<file path="src/rtl/core/pprc_pkg.sv">
// pprc_pkg: shared types and constants of the prominent peak rate counter
// controller state codes, command and status bundles, result field widths
// no dependencies
`timescale 1ns / 1ps
`default_nettype none

package pprc_pkg;

	localparam int COUNT_W   = 10;
	localparam int RATE_W    = 22;
	localparam int RATE_Q8_W = 16;

	localparam logic [COUNT_W-1:0]   COUNT_MAX     = 10'd1023;
	localparam logic [RATE_W-1:0]    RATE_MAX      = 22'h3FFFFF;
	localparam logic [RATE_Q8_W-1:0] RATE_Q8_RESET = 16'd2560;
	localparam logic [7:0]           HALF_Q8       = 8'd128;

	// one state per analysis phase; the datapath keys its work off this code
	typedef enum logic [3:0] {
		ST_LOAD,
		ST_FIND,
		ST_MUL_NS2,
		ST_MUL_S1,
		ST_MUL_NN,
		ST_SEL,
		ST_PROM_L,
		ST_PROM_R,
		ST_MUL_PP,
		ST_MUL_PN,
		ST_TEST,
		ST_MUL_RATE,
		ST_DIV,
		ST_EMIT
	} pprc_state_t;

	typedef struct packed {
		pprc_state_t state;
		logic        load;
		logic        emit;
	} pprc_cmd_t;

	typedef struct packed {
		logic done;
		logic found;
		logic rate_go;
		logic out_busy;
	} pprc_status_t;

endpackage

`default_nettype wire

</file>
<file path="src/rtl/core/pprc_ctrl.sv">
// pprc_ctrl: phase sequencer of the peak rate counter
// depends on pprc_pkg
`timescale 1ns / 1ps
`default_nettype none

module pprc_ctrl (
	input  wire logic                    clk,
	input  wire logic                    arst_n,
	input  wire logic                    sample_valid,
	input  wire logic                    last_sample,
	output logic                         sample_stall,
	input  wire pprc_pkg::pprc_status_t  status,
	output pprc_pkg::pprc_cmd_t          cmd
);
	import pprc_pkg::*;

	pprc_state_t state_q, state_d;

	always_ff @(posedge clk or negedge arst_n) begin
		if (!arst_n) begin
			state_q <= ST_LOAD;
		end else begin
			state_q <= state_d;
		end
	end

	always_comb begin
		state_d      = state_q;
		cmd.state    = state_q;
		cmd.load     = 1'b0;
		cmd.emit     = 1'b0;
		sample_stall = (state_q != ST_LOAD);
		unique case (state_q)
			ST_LOAD: begin
				cmd.load = sample_valid;
				if (sample_valid && last_sample) begin
					state_d = ST_FIND;
				end
			end
			ST_FIND: begin
				if (status.done) state_d = ST_MUL_NS2;
			end
			ST_MUL_NS2: begin
				if (status.done) state_d = ST_MUL_S1;
			end
			ST_MUL_S1: begin
				if (status.done) state_d = ST_MUL_NN;
			end
			ST_MUL_NN: begin
				if (status.done) state_d = ST_SEL;
			end
			ST_SEL: begin
				if (status.done) begin
					if (status.found) begin
						state_d = ST_PROM_L;
					end else if (status.rate_go) begin
						state_d = ST_MUL_RATE;
					end else begin
						state_d = ST_EMIT;
					end
				end
			end
			ST_PROM_L: begin
				if (status.done) state_d = ST_PROM_R;
			end
			ST_PROM_R: begin
				if (status.done) state_d = ST_MUL_PP;
			end
			ST_MUL_PP: begin
				if (status.done) state_d = ST_MUL_PN;
			end
			ST_MUL_PN: begin
				if (status.done) state_d = ST_TEST;
			end
			ST_TEST: begin
				state_d = ST_SEL;
			end
			ST_MUL_RATE: begin
				if (status.done) state_d = ST_DIV;
			end
			ST_DIV: begin
				if (status.done) state_d = ST_EMIT;
			end
			ST_EMIT: begin
				if (!status.out_busy) begin
					cmd.emit = 1'b1;
					state_d  = ST_LOAD;
				end
			end
			default: begin
				state_d = ST_LOAD;
			end
		endcase
	end

endmodule

`default_nettype wire

</file>
<file path="config.mk">
export PLATFORM = sky130hd
export DESIGN_NAME = pprc_ctrl
export DESIGN_NICKNAME = d
export VERILOG_FILES = /design/src/rtl/core/pprc_pkg.sv /design/src/rtl/core/pprc_ctrl.sv
export SDC_FILE = /design/constraint.sdc
export NUM_CORES = 1
export LEC_CHECK = 0
export ABC_AREA = 1
export BUFFER_PORTS_ARGS = -buffer_cell sky130_fd_sc_hd__buf_2
export CAP_MARGIN = 20
export CORE_AREA = 2 2 39 41
export DETAILED_ROUTE_END_ITERATION = 10
export DIE_AREA = 0 0 41 43
export GPL_TIMING_DRIVEN = 0
export PLACE_DENSITY_LB_ADDON = 0.12
export SYNTH_ARGS = -nofsm -noshare
export SYNTH_HDL_FRONTEND = slang
export SYNTH_SLANG_ARGS = --single-unit
</file>
<file path="constraint.sdc">
create_clock -name clk -period 2.3 [get_ports clk]
set_input_delay 0.115 -clock clk [delete_from_list [all_inputs] [get_ports clk]]
set_output_delay 0.115 -clock clk [all_outputs]
set_load 0.005 [all_outputs]
</file>
==> run summary, run 1 <==
In this run the worst path has a maximum fanout of 7. The number of flip-flops under the largest register name came out at 4. The later pin in the worst-skew pair is clocked with a latency of 0.23 ns.

The total count of max-transition violations in the final report came out at 0. The maximum buffer depth of the clock tree is 2. The final-stage net count came out at around 100. The total congestion overflow after global routing came out at 0.

The number of max-capacitance violations reported came out at 0. The per-cell via count in the routed design came out at about 4.4. Buffers added to address setup during post-CTS repair amount to 0. The wire length after detailed routing is 957 um. The buffer type at the clock tree root is clkbuf_4. The post-synthesis sequential element count came out at 4. In the routed design, unresolved DRC markers number 0. The highest achievable clock rate came out at approximately 0.75 GHz. In this run, distinct cell masters in the synthesized netlist total 14. The clock transition at the registers of the reported paths came out at 0.04 ns. The finished layout holds roughly 110 standard cells, fillers aside. In this run the register-to-register setup slack is just over 1 ns. Detailed routing inserted a total of ~480 vias. The worst register-to-register path begins at state_q[2]$_DFFE_PN0P_. The worst setup margin is a little under 1 ns. The area of the core came out at roughly 1400 sq um. The first detailed-routing pass ran for 4 iterations.

The critical path in this run is classified as reg -> out. Ranked by flip-flop count, first place goes to state_q. The H-tree depth came out at 1. Global routing used about an eighth of the available tracks. STA classifies the critical path startpoint as a flip-flop. The total clock sinks is 4. The time the worst path needs with I/O delays and setup is around 1.3 ns.

Once placement completed, the tool counted placed cells totaling about 110. The clock tree from TritonCTS is yes. Synthesis handed over a netlist of 75 instances.

The starting utilization of the core area came out at 31.4%. The quantity of gates resized following cts came out at 0. The number of hold buffers added after CTS was 1. The number of global-route vias before repair is around 400. The cell type contributing the most total cell area after synthesis is nand2_1. The placer's final routability congestion estimate came out at around 0.78. The post-synthesis average cell area came out at about 5.8 sq um.

The detailed router's first-iteration violation count is 5. The type of the most critical hold path is in -> async. In the post-synthesis netlist, the biggest area contributors are nand2_1, dfrtp_1, nand3_1. The number of I/O port buffers is 14. Dividing total power by cell area gives a power density of about 1200 nW/um^2. At the pin with the least slew margin, the transition time is around 0.27 ns.

The boundary pin count is 15. Compared with the post-synthesis result, the final layout area differs by 28.2%. The die outline height came out at 43 um. The detail-routed net length per standard cell is between 8 and 9 um. Data on the critical path is required at its endpoint by ~2.2 ns. The die boundary width is 41 um.

The number of filler instances in the final layout is between 100 and 150. The portion of the clock cycle consumed by the worst path in the final layout came out at 58.2%. The net count after synthesis is 83.

STA classifies the critical path endpoint as a primary output. In this run the biggest area consumer among cell types represents around 25% of the synthesized area. The run finished with clean final reports. The placed wire-length estimate after detailed placement came out at around 770 um. 0 antenna diodes ended up in the layout. The maximum number of pins on one net before global-route repair is 10. The commonest non-fill, non-tap cell in the layout is nand2_1. The data arrival time of the critical path came out at roughly 1.2 ns. In this run the static leakage power is 0.327 nW. Setup repair after global routing left no endpoint under its margin. Cells with a size suffix above 1 make up roughly 33% of the layout. The depth of the worst register-to-register path came out at 8. The initial antenna violation count came out at 0. Measured against its own limit, the worst slew margin works out to 82.1%. The global-route wire length before repair is 1.59 mm. The library cells used most frequently in the layout, excluding fill and tap cells, are nand2_1, buf_2, nand3_1. In this run the remaining antenna-violating nets after routing total 0. The hold violation total from the final report came out at 0.

In this run the critical register-to-register path is captured at state_q[3]$_DFFE_PN0P_. The die covers approximately 1800 sq um. The largest registers in the layout are state_q x4.

Before CTS, the worst setup slack after placement is approximately 1.0 ns. The post-route setup TNS came out at 0 ns. The worst clock skew came out at roughly 0.0019 ns.

The setup-violating endpoint count in the final report came out at 0. The yosys synthesis warning count came out at 0. Clock tree synthesis inserted a total of 3 buffers.

The cell row count is 14. The maximum vdd ir drop came out at ~0.53 mV. The total chip power is between 0.6 and 0.7 mW. The synthesized cell area came out at roughly 430 sq um. The part of the Yosys area used for sequential elements is between 20% and 30%.
## synth_stat cells
cell and count:
nand2_2 2, nand3_2 1, dfrtp_1 4, nand3_1 9, o21ai_0 3, nor2_2 3
inv_2 3, nand2_1 29, nor2_1 7, nand2_4 3, inv_4 1, inv_1 8
buf_6 1, nor3_1 1
## how the worst max path moves through the flow
stage	slack (ns)	end	startpoint	depth (start not counted)
finish	0.96	cmd[1]	state_q[2]$_DFFE_PN0P_	4
global route	0.83	cmd[1]	state_q[2]$_DFFE_PN0P_	4
CTS	0.95	cmd[1]	state_q[2]$_DFFE_PN0P_	4
detailed placement	1.03	state_q[0]$_DFFE_PN0P_	state_q[2]$_DFFE_PN0P_	8
global placement	1.01	state_q[3]$_DFFE_PN0P_	state_q[3]$_DFFE_PN0P_	8
floorplan	1.15	state_q[3]$_DFFE_PN0P_	state_q[2]$_DFFE_PN0P_	8
## area by class of cell
cell class,instances,area (sq um),share of cell area [%]
buffer,1,11.3,2.02
multi-input combinational,58,275,49.4
timing repair buffer,15,80.1,14.4
inverter,12,47.5,8.54
tap,16,20.0,3.60
sequential,4,100,18.0
clock buffer,3,22.5,4.04
## power breakdown
| group | leakage (nW) | internal [mW] | switching [mW] |
|---|---|---|---|
| Combinational | 0.262 | 0.179 | 0.282 |
| Sequential | 0.0507 | 0.102 | 0.0468 |
| Clock | 0.0138 | 0.0582 | 0.0261 |
| Total | 0.327 | 0.339 | 0.355 |
## layer usage
| layer | track usage, % | routed length (um) |
|---|---|---|
| met5 | 0 | 0 |
| met4 | 0 | 0 |
| met3 | 6.28 | 70 |
| met2 | 18.1 | 403 |
| met1 | 18.6 | 483 |
## worst max-delay path, cell delays in order (launching register included)
cell	delay, ns
dfrtp_1	0.45
nor2_1	0.25
nand2_1	0.10
nor2_1	0.08
buf_2	0.11
## through the flow
step | cell area, sq um | util (%) | hold WS [ns]
after floorplan | 434 | - | -0.181
after global placement | 524 | 37.9 | -0.0800
after detailed placement | 524 | 37.9 | -0.0781
after CTS | 557 | 40.2 | 0.207
after global routing | 557 | 40.2 | 0.214
final | 557 | 40.2 | 0.213
## cells by family after synthesis
| kind of cell | share of synthesized area [%] |
|---|---|
| and+or+nand+nor | 59.9 |
| DFF | 23.1 |
| AOI/OAI and AO/OA | 3.46 |
| buffers and inverters | 13.5 |
Note: power is estimated with default switching activity, not from simulation.
==> inputs of run 2 (changes only) <==
==> constraint.sdc (replaced) <==
create_clock -name clk -period 1.15 [get_ports clk]
set_input_delay 0.0575 -clock clk [delete_from_list [all_inputs] [get_ports clk]]
set_output_delay 0.0575 -clock clk [all_outputs]
set_load 0.005 [all_outputs]
==> run summary, run 2 (same netlist as run 1, synthesis figures left out) <==
The flow ran to the end, but the final reports show violations. The checks that failed: negative setup slack. For this design the top-level I/O count stands at 15. The final-stage net count is 111. The placer's final routability congestion estimate is slightly below 0.8. TritonCTS built the clock tree. The placed wire-length estimate after detailed placement is roughly 770 um. The repair_antennas step left the layout with diodes totalling 0.

The most frequent cell on the critical path is nand2_1. The die boundary width is between 40 and 50 um. In the final layout, the registers with the most flip-flops are state_q x4. The initial antenna violation count is 0. The worst setup slack before clock tree synthesis is -0.0709 ns. The number of filler instances in the final layout came out at between 100 and 150. Of the available clock period, the critical path in the final layout requires 103%.

The area growth from synthesis to layout is 52.7%. The total count of max-transition violations in the final report is 0. The power density of the placed cells came out at about 2600 nW/um^2. The number of max-capacitance violations reported is 0. The cell row count is 14. The total CTS buffers is 3.

In this run the cell area measured after placement is around 530 sq um. For this run, the detailed router's first-pass iteration total came to 4. The global-route wire length before repair is between 1.5 and 2 mm. The final antenna-violating net count is 0.

The maximum vdd ir drop came out at between 0.8 and 0.9 mV. The number of global-route vias before repair is about 450. The tightest min-delay check is of the in -> async type.

On the final layout, the worst clock skew is 0.00133 ns. The number of design rule violations left after detail routing is 0. The per-cell via count in the routed design came out at 4.48. The global-route total usage across every layer is 15.4%.

The detailed router's first-iteration violation count is 10. Summing all multi-input logic gate instances after layout gives ~320 sq um. The root buffer cell chosen for the clock tree is clkbuf_4.

The worst setup path is launched from a flip-flop. The region available for standard cell placement spans 1380 sq um. The finished layout cell area is ~660 sq um.

The relative slew slack came out at approximately 87%. The hold violation total from the final report is 0. The number of I/O port buffers is 14. The clock drives 4 sinks. The die is roughly 43 um tall. Based on the critical path, the design can be clocked at up to about 0.85 GHz. At the pin with the least slew margin, the transition time is ~0.19 ns.

The starting utilization of the core area came out at 31.4%. Once placement completed, the tool counted placed cells totaling roughly 110. In this design, the stage delay of the slowest critical-path cell is 0.46 ns. In the post-route analysis, the smallest setup slack over all paths is -0.0305 ns. The overall via count from detail_route came out at 524. The filler-free cell count of the finished design came out at between 100 and 150. The worst setup path is captured at a flip-flop. The register cell area after layout is 104 sq um. In the layout the commonest cells are nand2_1, buf_2, inv_1, buf_4, nand3_1. The setup-violating endpoint count in the final report came out at 6. The register with the highest flop count is state_q. The H-tree depth came out at 1.

Traced cell by cell, the critical path runs through nor2_4, nand2_1, nand2_1, nand2_2, nand2_4, nand2_4, nand2_1, nand2_1. The total die area is around 1800 sq um. The share of the core filled with cells in the final layout is about 48%. The maximum buffer depth of the clock tree is 2. The number of flip-flops under the largest register name is 4.

The completed layout was analyzed and its total power is roughly 1.7 mW. For this block, the routed nets add up to about 1.1 mm of wire. STA puts the critical path data arrival time at ~1.3 ns. The worst-skew pair later-pin latency is roughly 0.23 ns. Entering global routing, the biggest net connects 8 pins.

The fraction of layout instances using a drive strength above 1 is 48.5%. The time the worst path needs with I/O delays and setup is 1.18 ns. The data required time at the worst endpoint is between 1 and 1.5 ns. In the final routed layout, each cell accounts on average for 9.40 um.

After clock tree synthesis, the clock-pin slew on the worst setup and hold paths is ~0.040 ns. The slowest cell on the critical path is dfrtp_2. The total congestion overflow after global routing is 0. The library cell used most frequently in the layout, excluding fill and tap cells, is nand2_1.

Setup repair after global routing could not meet its margin everywhere. The worst-path maximum fanout is 7. The leakage power summed over all cells came out at roughly 0.37 nW.

The critical path in this run is classified as reg -> reg.
==> run 2: cell types whose count changed in the layout (fill, tap and decap cells not counted), moves of 2 or more <==
cell / before / now
nand2_1: 29 / 26
buf_4: 0 / 8
nor2_2: 3 / 1
nand2_2: 2 / 5
nor2_4: 0 / 3
nand3_1: 9 / 7
dfrtp_1: 4 / 1
nand3_2: 1 / 3
dfrtp_2: 0 / 3
==> run 2: per-stage QoR <==
| step | hold WS (ns) | setup TNS [ns] |
|---|---|---|
| after detailed placement | -0.137 | -0.276 |
| final | 0.161 | -0.130 |
| after global placement | -0.138 | -0.312 |
| after floorplan | -0.238 | 0 |
| after CTS | 0.159 | -0.122 |
| after global routing | 0.170 | -0.572 |
==> run 2: metal layers <==
metal  GRT usage, %  part of all wire, %  vias up
met5              0                    0        -
met4           8.00                    0        0
met3           4.71                  4.8        0
met2           20.3                   45       12
met1           21.6                   50      231
li1               -                    -      281
==> run 2: power breakdown <==
part | internal (mW) | switching (mW)
registers | 0.212 | 0.121
clock network | 0.116 | 0.0502
logic | 0.542 | 0.668
==> run 2: layout make-up <==
cell class | count | area share (%)
buffer | 1 | 1.70
sequential | 4 | 15.7
multi-input combinational | 58 | 47.5
inverter | 12 | 7.55
tap | 16 | 3.02
timing repair buffer | 23 | 21.1
clock buffer | 3 | 3.40
==> run 2: final timing paths <==
check,endpoint,from,cells after the start,slack [ns]
worst max register to register,state_q[3]$_DFFE_PN0P_,state_q[3]$_DFFE_PN0P_,8,-0.03
worst max-delay path,state_q[3]$_DFFE_PN0P_,state_q[3]$_DFFE_PN0P_,8,-0.03
worst min-delay path,state_q[2]$_DFFE_PN0P_,arst_n,2,0.16
min in group clk,state_q[1]$_DFFE_PN0P_,status[1],5,0.21
worst min register to register,state_q[2]$_DFFE_PN0P_,state_q[2]$_DFFE_PN0P_,2,0.62
max in group asynchronous,state_q[1]$_DFFE_PN0P_,arst_n,2,0.86
==> run 2: repair_timing <==
action | CTS | global route
hold buffers | 1 | 0
gates resized for setup | 12 | 2
pin swaps | 7 | 4
endpoints found under the hold margin | 4 | 0
endpoints found under the setup margin | 7 | 7
setup buffers | 6 | 2
==> run 2: critical path: cells and delay by family (launching register included) <==
kind | cells | cell delay [ns]
flip-flops | 1 | 0.46
AND/OR/NAND/NOR | 8 | 0.61
